`src/hdl/mbce_pkg.sv`:
```
package mbce_pkg;

  // Request kinds carried in req_type
  localparam logic REQ_START = 1'b0;
  localparam logic REQ_DATA  = 1'b1;

  // Configuration register indexes
  typedef enum logic [2:0] {
    REG_CLIP_X      = 3'd0,
    REG_CLIP_Y      = 3'd1,
    REG_CLIP_W      = 3'd2,
    REG_CLIP_H      = 3'd3,
    REG_FORE_COLOUR = 3'd4,
    REG_BACK_COLOUR = 3'd5,
    REG_ROTATION    = 3'd6
  } reg_idx_e;

  localparam int unsigned CfgIdxWidth  = 3;
  localparam int unsigned CfgDataWidth = 24;
  localparam logic [23:0] BackColourReset = 24'hFFFFFF;

  // Rotation codes
  localparam logic [1:0] ROT_0   = 2'd0;
  localparam logic [1:0] ROT_90  = 2'd1;
  localparam logic [1:0] ROT_180 = 2'd2;
  localparam logic [1:0] ROT_270 = 2'd3;

  typedef struct packed {
    logic               req_type;
    logic signed [15:0] image_x;
    logic signed [15:0] image_y;
    logic [14:0]        bitmap_w;
    logic [14:0]        bitmap_h;
    logic [7:0]         data_byte;
  } req_t;

  typedef struct packed {
    logic signed [15:0] panel_x;
    logic signed [15:0] panel_y;
    logic [23:0]        wr_colour;
    logic               last_of_byte;
  } rsp_t;

  typedef struct packed {
    logic signed [15:0] clip_x;
    logic signed [15:0] clip_y;
    logic [14:0]        clip_w;
    logic [14:0]        clip_h;
    logic [23:0]        fore_colour;
    logic [23:0]        back_colour;
    logic [1:0]         rotation;
  } cfg_t;

  // One data byte ready for expansion: visible pixels and their base position
  typedef struct packed {
    logic [7:0]         mask;
    logic [7:0]         data;
    logic signed [17:0] lx0;
    logic signed [17:0] ly;
  } job_t;

endpackage

```
`src/hdl/mbce_cfg.sv`:
```
module mbce_cfg
  import mbce_pkg::*;
(
  input  logic                    clk_i,
  input  logic                    rst_ni,
  input  logic                    cfg_we_i,
  input  logic [CfgIdxWidth-1:0]  cfg_idx_i,
  input  logic [CfgDataWidth-1:0] cfg_wdata_i,
  output cfg_t                    cfg_o
);

  cfg_t cfg_q, cfg_d;

  always_comb begin
    cfg_d = cfg_q;
    if (cfg_we_i) begin
      case (reg_idx_e'(cfg_idx_i))
        REG_CLIP_X:      cfg_d.clip_x      = $signed(cfg_wdata_i[15:0]);
        REG_CLIP_Y:      cfg_d.clip_y      = $signed(cfg_wdata_i[15:0]);
        REG_CLIP_W:      cfg_d.clip_w      = cfg_wdata_i[14:0];
        REG_CLIP_H:      cfg_d.clip_h      = cfg_wdata_i[14:0];
        REG_FORE_COLOUR: cfg_d.fore_colour = cfg_wdata_i;
        REG_BACK_COLOUR: cfg_d.back_colour = cfg_wdata_i;
        REG_ROTATION:    cfg_d.rotation    = cfg_wdata_i[1:0];
        default: ;
      endcase
    end
  end

  always_ff @(posedge clk_i or negedge rst_ni) begin
    if (!rst_ni) begin
      cfg_q             <= '0;
      cfg_q.back_colour <= BackColourReset;
    end else begin
      cfg_q <= cfg_d;
    end
  end

  assign cfg_o = cfg_q;

endmodule

```
`src/hdl/mbce_front.sv`:
```
module mbce_front
  import mbce_pkg::*;
(
  input  logic clk_i,
  input  logic rst_ni,
  input  logic in_fire_i,
  input  req_t req_i,
  input  cfg_t cfg_i,
  output job_t job_o
);

  logic signed [15:0] origin_x_q, origin_y_q;
  logic [14:0]        width_q, height_q;
  logic [11:0]        byte_col_q;
  logic [14:0]        row_q;
  logic               active_q;

  logic signed [15:0] origin_x_d, origin_y_d;
  logic [14:0]        width_d, height_d;
  logic [11:0]        byte_col_d;
  logic [14:0]        row_d;
  logic               active_d;

  logic signed [17:0] cx0, cx1, cy0, cy1, lx0, ly;
  logic               row_in;
  logic [7:0]         vis;
  logic [12:0]        bytes_per_row;
  logic [11:0]        col_inc;
  logic [14:0]        row_inc;

  always_comb begin
    logic [14:0]        col_b;
    logic signed [17:0] lx_b;
    cx0    = 18'(cfg_i.clip_x);
    cy0    = 18'(cfg_i.clip_y);
    cx1    = cx0 + $signed({3'b000, cfg_i.clip_w});
    cy1    = cy0 + $signed({3'b000, cfg_i.clip_h});
    lx0    = 18'(origin_x_q) + $signed({3'b000, byte_col_q, 3'b000});
    ly     = 18'(origin_y_q) + $signed({3'b000, row_q});
    row_in = (ly >= cy0) && (ly < cy1);
    for (int b = 0; b < 8; b++) begin
      col_b  = {byte_col_q, 3'(b)};
      lx_b   = lx0 + $signed({15'd0, 3'(b)});
      vis[b] = (col_b < width_q) && row_in && (lx_b >= cx0) && (lx_b < cx1);
    end
  end

  assign bytes_per_row = 13'((16'(width_q) + 16'd7) >> 3);
  assign col_inc       = byte_col_q + 12'd1;
  assign row_inc       = row_q + 15'd1;

  always_comb begin
    origin_x_d = origin_x_q;
    origin_y_d = origin_y_q;
    width_d    = width_q;
    height_d   = height_q;
    byte_col_d = byte_col_q;
    row_d      = row_q;
    active_d   = active_q;
    if (in_fire_i) begin
      if (req_i.req_type == REQ_START) begin
        origin_x_d = req_i.image_x;
        origin_y_d = req_i.image_y;
        width_d    = req_i.bitmap_w;
        height_d   = req_i.bitmap_h;
        byte_col_d = '0;
        row_d      = '0;
        active_d   = (req_i.bitmap_w != '0) && (req_i.bitmap_h != '0);
      end else if (active_q) begin
        byte_col_d = col_inc;
        // wrap to the next row at the end of a row
        if ((13'(col_inc) >= bytes_per_row) || (col_inc == '0)) begin
          byte_col_d = '0;
          row_d      = row_inc;
          if ((row_inc >= height_q) || (row_inc == '0)) begin
            active_d = 1'b0;
          end
        end
      end
    end
  end

  always_ff @(posedge clk_i or negedge rst_ni) begin
    if (!rst_ni) begin
      origin_x_q <= '0;
      origin_y_q <= '0;
      width_q    <= '0;
      height_q   <= '0;
      byte_col_q <= '0;
      row_q      <= '0;
      active_q   <= 1'b0;
    end else begin
      origin_x_q <= origin_x_d;
      origin_y_q <= origin_y_d;
      width_q    <= width_d;
      height_q   <= height_d;
      byte_col_q <= byte_col_d;
      row_q      <= row_d;
      active_q   <= active_d;
    end
  end

  always_comb begin
    job_o.mask = ((req_i.req_type == REQ_DATA) && active_q) ? vis : 8'd0;
    job_o.data = req_i.data_byte;
    job_o.lx0  = lx0;
    job_o.ly   = ly;
  end

endmodule

```
`src/hdl/mbce_emit.sv`:
```
module mbce_emit
  import mbce_pkg::*;
#(
  parameter int unsigned PANEL_WIDTH  = 240,
  parameter int unsigned PANEL_HEIGHT = 320
) (
  input  logic clk_i,
  input  logic rst_ni,
  input  logic load_i,
  input  job_t job_i,
  input  cfg_t cfg_i,
  output logic job_free_o,
  output logic out_valid_o,
  input  logic out_stall_i,
  output rsp_t out_rsp_o
);

  localparam logic signed [17:0] PwM1 = 18'(PANEL_WIDTH - 1);
  localparam logic signed [17:0] PhM1 = 18'(PANEL_HEIGHT - 1);

  logic [7:0]         mask_q, mask_d;
  logic [7:0]         data_q;
  logic signed [17:0] lx0_q, ly_q;
  logic               out_valid_q, out_valid_d;
  rsp_t               rsp_q, rsp_d;

  logic [2:0]         sel;
  logic [7:0]         rest;
  logic               emit_fire;
  logic signed [17:0] lx, px, py;

  // lowest pending column goes first
  always_comb begin
    sel = 3'd0;
    for (int b = 7; b >= 0; b--) begin
      if (mask_q[b]) sel = 3'(b);
    end
  end

  assign rest       = mask_q & ~(8'd1 << sel);
  assign emit_fire  = (mask_q != '0) && (!out_valid_q || !out_stall_i);
  assign job_free_o = (mask_q == '0) || (emit_fire && (rest == '0));
  assign lx         = lx0_q + $signed({15'd0, sel});

  always_comb begin
    case (cfg_i.rotation)
      ROT_90: begin
        px = ly_q;
        py = PhM1 - lx;
      end
      ROT_180: begin
        px = PwM1 - lx;
        py = PhM1 - ly_q;
      end
      ROT_270: begin
        px = PwM1 - ly_q;
        py = lx;
      end
      default: begin
        px = lx;
        py = ly_q;
      end
    endcase
  end

  always_comb begin
    mask_d = mask_q;
    if (load_i) begin
      mask_d = job_i.mask;
    end else if (emit_fire) begin
      mask_d = rest;
    end
  end

  always_comb begin
    out_valid_d = out_valid_q;
    rsp_d       = rsp_q;
    if (emit_fire) begin
      out_valid_d        = 1'b1;
      rsp_d.panel_x      = px[15:0];
      rsp_d.panel_y      = py[15:0];
      rsp_d.wr_colour    = data_q[3'd7 - sel] ? cfg_i.back_colour : cfg_i.fore_colour;
      rsp_d.last_of_byte = (rest == '0);
    end else if (!out_stall_i) begin
      out_valid_d = 1'b0;
    end
  end

  always_ff @(posedge clk_i or negedge rst_ni) begin
    if (!rst_ni) begin
      mask_q      <= '0;
      out_valid_q <= 1'b0;
    end else begin
      mask_q      <= mask_d;
      out_valid_q <= out_valid_d;
    end
  end

  always_ff @(posedge clk_i) begin
    if (load_i) begin
      data_q <= job_i.data;
      lx0_q  <= job_i.lx0;
      ly_q   <= job_i.ly;
    end
    rsp_q <= rsp_d;
  end

  assign out_valid_o = out_valid_q;
  assign out_rsp_o   = rsp_q;

endmodule

```
`src/hdl/mono_bitmap_clip_expand_unit.sv`:
```
// Channel   Direction  Handshake               Payload
// request   in         in_valid_i / in_stall_o  in_req_i  (req_t)
// result    out        out_valid_o / out_stall_i out_rsp_o (rsp_t)
// config    in         cfg_we_i, cfg_idx_i      cfg_wdata_i
//
// A request is taken while the serialiser is free; its visible pixels then leave
// one per cycle while the result side is not stalled, so a data byte occupies the
// pixel serialiser until its last visible pixel has been handed out, and a start or
// an invisible byte passes through without occupying it.
// Reset is asynchronous and active low; it clears the bitmap counters, the pending
// pixel mask, the output valid and the configuration registers to their defaults.
// A stall on the result side holds the output register; requests keep flowing
// until the serialiser holds a byte with pixels still to send.
module mono_bitmap_clip_expand_unit
  import mbce_pkg::*;
#(
  parameter int unsigned PANEL_WIDTH  = 240,
  parameter int unsigned PANEL_HEIGHT = 320
) (
  input  logic                    clk_i,
  input  logic                    rst_ni,
  input  logic                    in_valid_i,
  output logic                    in_stall_o,
  input  req_t                    in_req_i,
  output logic                    out_valid_o,
  input  logic                    out_stall_i,
  output rsp_t                    out_rsp_o,
  input  logic                    cfg_we_i,
  input  logic [CfgIdxWidth-1:0]  cfg_idx_i,
  input  logic [CfgDataWidth-1:0] cfg_wdata_i
);

  cfg_t cfg;
  job_t job;
  logic job_free;
  logic in_fire;

  // a request is taken only when the serialiser can take its pixels
  assign in_stall_o = !job_free;
  assign in_fire    = in_valid_i && job_free;

  // configuration registers
  mbce_cfg u_cfg (
    .clk_i       (clk_i),
    .rst_ni      (rst_ni),
    .cfg_we_i    (cfg_we_i),
    .cfg_idx_i   (cfg_idx_i),
    .cfg_wdata_i (cfg_wdata_i),
    .cfg_o       (cfg)
  );

  // bitmap counters and per-byte clip mask
  mbce_front u_front (
    .clk_i     (clk_i),
    .rst_ni    (rst_ni),
    .in_fire_i (in_fire),
    .req_i     (in_req_i),
    .cfg_i     (cfg),
    .job_o     (job)
  );

  // pixel serialiser, rotation and output register
  mbce_emit #(
    .PANEL_WIDTH  (PANEL_WIDTH),
    .PANEL_HEIGHT (PANEL_HEIGHT)
  ) u_emit (
    .clk_i       (clk_i),
    .rst_ni      (rst_ni),
    .load_i      (in_fire),
    .job_i       (job),
    .cfg_i       (cfg),
    .job_free_o  (job_free),
    .out_valid_o (out_valid_o),
    .out_stall_i (out_stall_i),
    .out_rsp_o   (out_rsp_o)
  );

endmodule

```
`config.mk`:
```
export PLATFORM = sky130hd
export DESIGN_NAME = mono_bitmap_clip_expand_unit
export DESIGN_NICKNAME = d
export VERILOG_FILES = /design/src/hdl/mbce_pkg.sv /design/src/hdl/mbce_cfg.sv /design/src/hdl/mbce_front.sv /design/src/hdl/mbce_emit.sv /design/src/hdl/mono_bitmap_clip_expand_unit.sv
export SDC_FILE = /design/constraint.sdc
export NUM_CORES = 1
export LEC_CHECK = 0
export ABC_CLOCK_PERIOD_IN_PS = 5400
export BUFFER_PORTS_ARGS = -buffer_cell sky130_fd_sc_hd__buf_2
export CORE_ASPECT_RATIO = 1.4
export CORE_UTILIZATION = 25
export CTS_CLUSTER_DIAMETER = 40
export DETAILED_ROUTE_END_ITERATION = 10
export GPL_TIMING_DRIVEN = 0
export PLACE_DENSITY = 0.41
export SETUP_SLACK_MARGIN = 0.15
export SLEW_MARGIN = 25
export SYNTH_ARGS = -nofsm -noshare
export SYNTH_HDL_FRONTEND = slang
export SYNTH_SLANG_ARGS = --single-unit
```
`constraint.sdc`:
```
create_clock -name clk_i -period 5.4 [get_ports clk_i]
set_input_delay 1.08 -clock clk_i [delete_from_list [all_inputs] [get_ports clk_i]]
set_output_delay 1.08 -clock clk_i [all_outputs]
set_load 0.02 [all_outputs]
```
# Word level (Yosys, flattened, before mapping)
# Index checks and enable logic that the tools add are counted.
dict set report word_totals {
  in_bits 103
  reg_bits 308
  out_inout_bits 59
  word_cells 172
}
dict set report op_classes {
  n_eq_ne 12
  reduce_logical 56
  magnitude_cmp 29
  addsub 20
  n_mux 28
  shifts 1
  n_bitwise 3
}
# op n
set op_table {}
lappend op_table {{$ge A18 B16 Y1} 7}
lappend op_table {{$lt A18 B17 Y1} 7}
lappend op_table {{$lt A15 B15 Y1} 8}
lappend op_table {{$pmux W16 S3} 2}
lappend op_table {{$add A17 B4 Y18 const B} 4}
lappend op_table {{$add A16 B16 Y17} 4}
lappend op_table {{$mux W15} 3}
lappend op_table {{$add A17 B3 Y18 const B} 2}
lappend op_table {{$mux W12} 3}
lappend op_table {{$ge A17 B16 Y1} 2}
lappend op_table {{$lt A17 B17 Y1} 2}
lappend op_table {{$sub A10 B16 Y16 const A} 2}
lappend op_table {{$sub A9 B16 Y16 const A} 2}
lappend op_table {{$logic_and A1 B1 Y1} 30}
lappend op_table {{$reduce_bool A15 Y1} 2}
lappend op_table {{$mux W24} 1}
lappend op_table {{$mux W3} 8}
lappend op_table {{$mux W8} 3}
lappend op_table {{$add A17 B2 Y18 const B} 1}
lappend op_table {{$reduce_and A2 Y1} 9}
lappend op_table {{$add A15 B3 Y16 const B} 1}
lappend op_table {{$add A16 B4 Y16} 1}
lappend op_table {{$logic_not A8 Y1} 2}
lappend op_table {{$add A15 B1 Y15 const B} 1}
lappend op_table {{25 further kinds} 42}

# Longest topological paths before layout
# Gate-level depths: netlist of run 1.
dict set report depth {
  ltp_word 16
  depth_mapped 20
  ltp_nobuf 20
}

# Cells and area by module
# Synthesis of run 1 repeated with hierarchy kept, for this count alone.
dict set report unflattened {
  cells_unflattened 2756
  hier_area_um2 26843.2
}
# module seq_area_each_um2 n_inst cells_each area_each_um2
set modules_own_cells {}
lappend modules_own_cells {mbce_front 2252.2 1 2016 16569.6}
lappend modules_own_cells {mbce_emit 3138.0 1 495 5808.1}
lappend modules_own_cells {mbce_cfg 2832.7 1 243 4455.5}
lappend modules_own_cells {mono_bitmap_clip_expand_unit 0.0 1 2 10.0}

# Least setup slack after synthesis of run 1
# Ideal clock, no wire load.
dict set report synth_path {
  kind {reg-to-reg}
  startpoint {reg u_front.byte_col_q[0]}
  endpoint {reg u_emit.mask_q[2]}
  t_arrival_ps 4548
  t_required_ps 5305
  path_stages_with_launch 20
  period_less_slack_ps 4643
  n_path_buf 3
  setup_time_ps 95
  setup_slack_ps 757
  path_cell_list {dfrtp_1 ha_1 fa_1 clkbuf_1 and2_1 clkbuf_1 and3_1 buf_2 nand2_1 nor2_1 nand2_1 xnor2_1 ha_1 nand4_1 nor4_1 a221oi_1 o21ai_0 mux2i_1 a2111o_1 o31ai_1}
}
# item line_no
set synth_rtl {}
lappend synth_rtl {{from (decl)} mbce_front.sv:14} ;# logic [11:0] byte_col_q;
lappend synth_rtl {{from (signal assigned)} mbce_front.sv:97} ;# byte_col_q <= byte_col_d;
lappend synth_rtl {{to (signal assigned)} mbce_emit.sv:94} ;# mask_q <= mask_d;
lappend synth_rtl {{to (decl)} mbce_emit.sv:21} ;# logic [7:0] mask_q, mask_d;

# Final worst setup path of run 1
dict set report layout_path {
  startpoint {reg u_front.origin_x_q[3]}
  endpoint {reg u_emit.mask_q[4]}
}
dict set report layout_via {
  elab_chain_len 7
  word_cells_on_any_way 8
  classes_between {2 x add/sub; 2 x order compare; 2 x mux; 2 x reduce/logical}
}
# item line_no
set layout_lines {}
lappend layout_lines {{from (decl)} mbce_front.sv:12} ;# logic signed [15:0] origin_x_q, origin_y_q;
lappend layout_lines {{from (signal assigned)} mbce_front.sv:93} ;# origin_x_q <= origin_x_d;
lappend layout_lines {{$add A16 B16 Y17 *} mbce_front.sv:38} ;# lx0 = 18'(origin_x_q) + $signed({3'b000, byte_col_q, 3'b000});
lappend layout_lines {{$add A17 B4 Y18 *} mbce_front.sv:43} ;# lx_b = lx0 + $signed({15'd0, 3'(b)});
lappend layout_lines {{$ge A18 B16 Y1} mbce_front.sv:44} ;# vis[b] = (col_b < width_q) && row_in && (lx_b >= cx0) && (lx_b < cx1);
lappend layout_lines {{$logic_and A1 B1 Y1} mbce_front.sv:44}
lappend layout_lines {{$logic_and A1 B1 Y1 *} mbce_front.sv:44}
lappend layout_lines {{$mux W8 *} mbce_front.sv:104} ;# job_o.mask = ((req_i.req_type == REQ_DATA) && active_q) ? vis : 8'd0;
lappend layout_lines {{$mux W8 *} mbce_emit.sv:68} ;# if (load_i) begin
# Every way passes the cells marked *; elsewhere a longest branch is shown, timed or not.
# A chain may end at the register's enable or synchronous reset.

==> results of run 1 <==
-- worst register-to-register path, delay by kind of cell, from the launching register on --
kind | cells | cell delay [ns]
AOI/OAI and AO/OA | 5 | 1.33
xor gates and xnor gates | 1 | 0.15
adders and majority gates | 3 | 0.88
buffers and inverters | 1 | 0.16
DFF | 1 | 0.44
and+or+nand+nor | 8 | 2.13
-- flip-flops by register name (all words and copies together), names as in the netlist --
signal              cells
u_cfg.cfg_o           112
u_front.active_q        1
u_front.byte_col_q     12
u_front.row_q          15
u_emit.out_rsp_o       57
u_emit.data_q           8
u_front.width_q        15
u_front.origin_y_q     16
u_emit.mask_q           8
u_front.height_q       15
u_emit.lx0_q           16
u_emit.out_valid_o      1
u_front.origin_x_q     16
u_emit.ly_q            16
-- metal layers --
layer / part of all wire / up-vias / track usage
met5: 0 / - / 0
met4: 0.029 / 0 / 0.0530
met3: 0.028 / 124 / 0.0169
met2: 0.51 / 359 / 0.297
met1: 0.43 / 10000 / 0.198
li1: - / 10500 / -
-- cell families after synthesis --
kind of cell    count (synthesis)  share of synthesized area
mux                           191                     0.0826
simple gates                  734                      0.141
xor+xnor                      204                     0.0690
flops                         308                      0.316
compound gates                614                      0.156
buf+inv                       212                     0.0335
fa+ha+maj                     416                      0.202
-- synthesized netlist by cell type, types with 66 or more instances --
cell type	instances
ha_1	410
a21oi_1	149
inv_1	131
dfrtp_1	187
nand2_1	206
o21ai_0	145
mux2_2	171
nor2_1	158
xnor2_1	140
nand3_1	66
edfxtp_1	97
a21o_1	66
-- metrics by stage --
stage | setup TNS (ns) | setup WS [ns] | util | hold WS [ns] | cell area (um2)
2_1_floorplan | 0 | 0.757 | - | 0.468 | 26000
3_3_place_gp | -229.54 | -1.03 | 0.277 | 0.486 | 28500
3_5_place_dp | -3.90 | -0.730 | 0.279 | 0.492 | 28700
4_1_cts | 0 | 0.115 | 0.306 | 0.387 | 31400
5_1_grt | 0 | 0.132 | 0.310 | 0.412 | 31800
6_report | 0 | 0.234 | 0.310 | 0.387 | 31800
-- what timing repair did --
item	in CTS	in global routing
endpoints found under the setup margin	9	10
gates cloned	0	0
resized for setup	48	53
pin swaps	10	32
setup buffers	14	21
-- worst max path at each step --
stage,from,endpoint,cells past startpoint
3_3_place_gp,u_front.byte_col_q[0],u_emit.mask_q[4],15
3_5_place_dp,u_front.byte_col_q[0],u_emit.mask_q[4],17
5_1_grt,u_front.origin_x_q[3],u_emit.mask_q[4],18
4_1_cts,u_front.byte_col_q[0],u_emit.mask_q[4],18
2_1_floorplan,u_front.byte_col_q[0],u_emit.mask_q[2],19
6_report,u_front.origin_x_q[3],u_emit.mask_q[4],18
-- final cells by class --
type                    instances  share of cell area
flip-flops and latches        308               0.258
repair buffers                202              0.0382
well taps                    1339              0.0526
clock buffers                  93              0.0612
diodes                          1           0.0000786
multi-input cells            2159               0.546
clock inverters                37              0.0145
inverters                     136              0.0163
plain buffers                  76              0.0123
==> run metrics, run 1 <==
maximum single-stage delay on the critical path=0.63 ns; Pre-antenna DRT Iters=11; CP Capture Type=flip-flop; TritonCTS Buffers=71; register area share after synthesis=0.316; syn_nets=3197; register area=0.00823 mm2; drt initial violations=978; layout cells sized above 1=0.221; Die ar.=0.105 mm2; final hold viol count=0; CP Data Arrival Time=5.67 ns; Placed Cells=4185; post-cts hold buffer count=0; CP Launch Type=flip-flop; multi-input logic area=0.0174 mm2; worst r2r src=u_front.origin_x_q[3]; CP max stage cell=or4_4; Cell Count, Final, Fillers Out=4351; count of input and output buffers=160; Final Slew Violations=0; WL/cell=19.8 um; Post-synth EDFFs=97; Mean Syn Cell Area=9.70 um2; Core ar.=0.103 mm2; I/O pin cnt=162; Worst slew margin=0.312; Root Driver=clkbuf_16; Critical Path Fanout Max=4; CP required=5.90 ns; failing checks=design-rule violations; Clock transition at path regs=0.05 ns; commonest non-fill, non-tap cell in the layout=ha_1; status=finished with violations; yosys warns=0; Reg2Reg Setup Slack=0.23 ns; GPL Wtd Cong=0.844; Remaining DRCs=34; worst-margin pin slew=1.02 ns; Die Span Y=383 um; Final Critical Period=5.17 ns; R2R cell count=18; Die Width=274 um; CTS Buffer Depth=3; pin count of the biggest net entering global routing=82; top post-synthesis cells by area=ha_1 (20%), dfrtp_1 (18%), edfxtp_1 (11%), mux2_2 (7.4%), xnor2_1 (4.7%); Post-synth ARST share=0.685; CTS tree=yes; GR Overflow Total=0; Final Skew=0.0499 ns; synthesized instance count=2679; CP Buf/Inv Count=1; initial antenna violation count=2; Max-Cap Viols=0; Setup violations, final=0; Layout Nets=3472; kind of critical path=reg2reg; r2r endpoint=u_emit.mask_q[4]; RSZ-0062 raised after global routing=false; clk sinks=308; Cell variety after synth=101; register bit total from synthesis=308; Vias/cell=4.83; dominant synthesized flop cell=dfrtp_1; Crit path max-delay family=simple AND/OR/NAND/NOR gates; Final Cycle Share=0.957; num rows=139; Synth-to-Final Area Change=22.5%; first-pass GRT wire length=131000 um; worst skew pair latency=0.60 ns; CP cell instances=ha_4 -> fa_2 -> a21o_1 -> a2111oi_4 -> and4bb_2 -> o21bai_4 -> and2_4 -> nor3_4 -> buf_6 -> nand3_2 -> xnor2_2 -> ha_1 -> nand4_1 -> or4_4 -> nor4b_4 -> nor4_2 -> a211o_1 -> o31ai_2; top-area cell type share of the netlist area=0.197; Layout fillers=10700; overall routing resource usage=0.163; ANT nets after route=0; Yosys top cell by area=ha_1; vias in the first global route=21400; HP Class=in2async; most frequent cells in the layout=ha_1 (406), nand2_1 (205), dfrtp_1 (182); Netlist Area Pre-Place=0.0260 mm2; number of vias in the routed layout=21000; Initial Util=0.253; drt total wl=86300 um; FMAX=194 MHz; Post-DP HPWL=69900 um; H-tree Lvls=3
Power of run 1 is left out: the tool's default activity adds up to more than one toggle a clock period on the data nets, which glitch-free logic cannot reach.
==> inputs of run 2 (changes only) <==
ABC_CLOCK_PERIOD_IN_PS = 6100   (was 5400)
GPL_TIMING_DRIVEN = 1   (was 0)
clock period = 6.1 ns   (was 5.4 ns; I/O delays follow)
==> run metrics, run 2 (synthesis results as in run 1) <==
CP Capture Type=flip-flop; Clock transition at path regs=0.05 ns (about the same); Root Driver=clkbuf_16; most frequent cells in the layout=ha_1 (410), nand2_1 (206), dfrtp_1 (187); Cell Count, Final, Fillers Out=4280 (-1.6%); RSZ-0062 raised after global routing=false; status=finished with violations; register area=0.00822 mm2 (about the same); kind of critical path=reg2reg; GPL Wtd Cong=0.897 (+6.2%); initial antenna violation count=1 (-1); CP required=6.57 ns (+0.67 ns); clk sinks=308 (unchanged); CTS Buffer Depth=3 (unchanged); Die ar.=0.105 mm2 (unchanged); WL/cell=20.0 um (+0.82%); Final Skew=0.0326 ns (-0.0173 ns); CP Data Arrival Time=5.96 ns (+0.29 ns); Final Slew Violations=0 (unchanged); Final Critical Period=5.49 ns (+0.321 ns); count of input and output buffers=161 (+0.63%); Placed Cells=4156 (-0.69%); Post-DP HPWL=68800 um (-1.5%); Layout Nets=3405 (-1.9%); Core ar.=0.103 mm2 (unchanged); FMAX=182 MHz (-5.8%); number of vias in the routed layout=20800 (-1.0%); num rows=139 (unchanged); CTS tree=yes; Vias/cell=4.86 (+0.63%); Die Span Y=383 um (unchanged); Critical Path Fanout Max=10 (+6); layout cells sized above 1=0.200 (-0.0209); GR Overflow Total=0 (unchanged); worst-margin pin slew=1.06 ns (+0.0317 ns); first-pass GRT wire length=131000 um (+0.15%); Initial Util=0.253 (unchanged); overall routing resource usage=0.163 (+0.000168); Die Width=274 um (unchanged); I/O pin cnt=162 (unchanged); H-tree Lvls=3 (unchanged); failing checks=design-rule violations; Max-Cap Viols=0 (unchanged); HP Class=reg2reg; sum of negative setup slack=0 ns (unchanged); commonest non-fill, non-tap cell in the layout=ha_1; Post-Place Cell Area=0.0286 mm2 (-0.44%); vias in the first global route=21400 (+0.019%); drt initial violations=980 (+0.20%); multi-input logic area=0.0170 mm2 (-2.5%); drt total wl=85600 um (-0.82%); max reg flops=112 (unchanged); n_diodes=0 (-1); Synth-to-Final Area Change=19.0%; Final Cycle Share=0.900 (-0.0572); Pre-antenna DRT Iters=8 (-3); post-cts hold buffer count=0 (unchanged); Worst slew margin=0.277 (-0.0344); Layout Cell Area excl Fill=0.0309 mm2 (-2.9%); Setup violations, final=0 (unchanged); ANT nets after route=0 (unchanged); Layout fillers=10800 (+0.45%); pin count of the biggest net entering global routing=136 (+66%); final hold viol count=0 (unchanged); worst skew pair latency=0.60 ns (about the same); CP Launch Type=flip-flop; TritonCTS Buffers=66 (-7.0%); Remaining DRCs=8 (-76%)
run 2: cell count changes in the layout (fill, tap and decap cells not counted), sizes merged:
cell,previous run,this run
bufinv,4,5
clkbuf,139,81
diode,1,0
inv,137,153
buf,232,216
clkinv,25,15
clkinvlp,7,4
run 2: layout make-up:
class | count | area share
Multi-Input combinational cell | 2159 | 0.549
Sequential cell | 308 | 0.266
Clock buffer | 81 | 0.0596
Tap cell | 1339 | 0.0542
Timing Repair Buffer | 216 | 0.0403
Inverter | 136 | 0.0165
Clock inverter | 41 | 0.0147
run 2: timing repair:
item / CTS / global route
setup endpoints to repair: 0 / 4
gates resized for setup: 0 / 4
setup buffers: 0 / 1
run 2: metal layers:
layer / vias up / GRT usage / share of wire
met3: 125 / 0.0199 / 0.028
met1: 9941 / 0.196 / 0.43
li1: 10400 / - / -
met2: 350 / 0.296 / 0.51
met4: 0 / 0.0573 / 0.032
met5: - / 0 / 0
run 2: final timing paths:
path,to,startpoint,slack [ns],depth (start not counted)
max in group asynchronous,u_cfg.cfg_o[28],rst_ni,4.30,2
worst min-delay path,u_cfg.cfg_o[37],u_cfg.cfg_o[37],0.50,1
worst min register to register,u_cfg.cfg_o[37],u_cfg.cfg_o[37],0.50,1
worst max-delay path,u_emit.mask_q[4],u_front.byte_col_q[0],0.61,18
min in group asynchronous,u_front.row_q[11],rst_ni,0.62,1
worst max register to register,u_emit.mask_q[4],u_front.byte_col_q[0],0.61,18
run 2: stage by stage:
step | hold slack [ns] | setup WS [ns] | utilization
floorplan | 0.468 | 1.46 | -
global route | 0.518 | 0.160 | 0.301
finish | 0.502 | 0.613 | 0.301
global placement | 0.487 | 0.507 | 0.278
CTS | 0.504 | 0.448 | 0.300
detailed placement | 0.493 | 0.455 | 0.278
run 2: worst max-delay path, cell delays in order, from the launching register on:
cell and delay [ns]:
dfrtp_1 0.50, ha_1 0.31, fa_1 0.43, a21o_1 0.24, a2111oi_2 0.38, o211a_1 0.21
o211ai_1 0.18, and2_1 0.26, nor3_4 0.36, buf_4 0.23, nand3_1 0.10, xnor2_1 0.17
ha_1 0.35, nand4_1 0.16, or4_1 0.57, nor4b_2 0.32, nor4_1 0.12, a211o_1 0.28
o31ai_1 0.21
Power of run 2 is left out for the same reason.
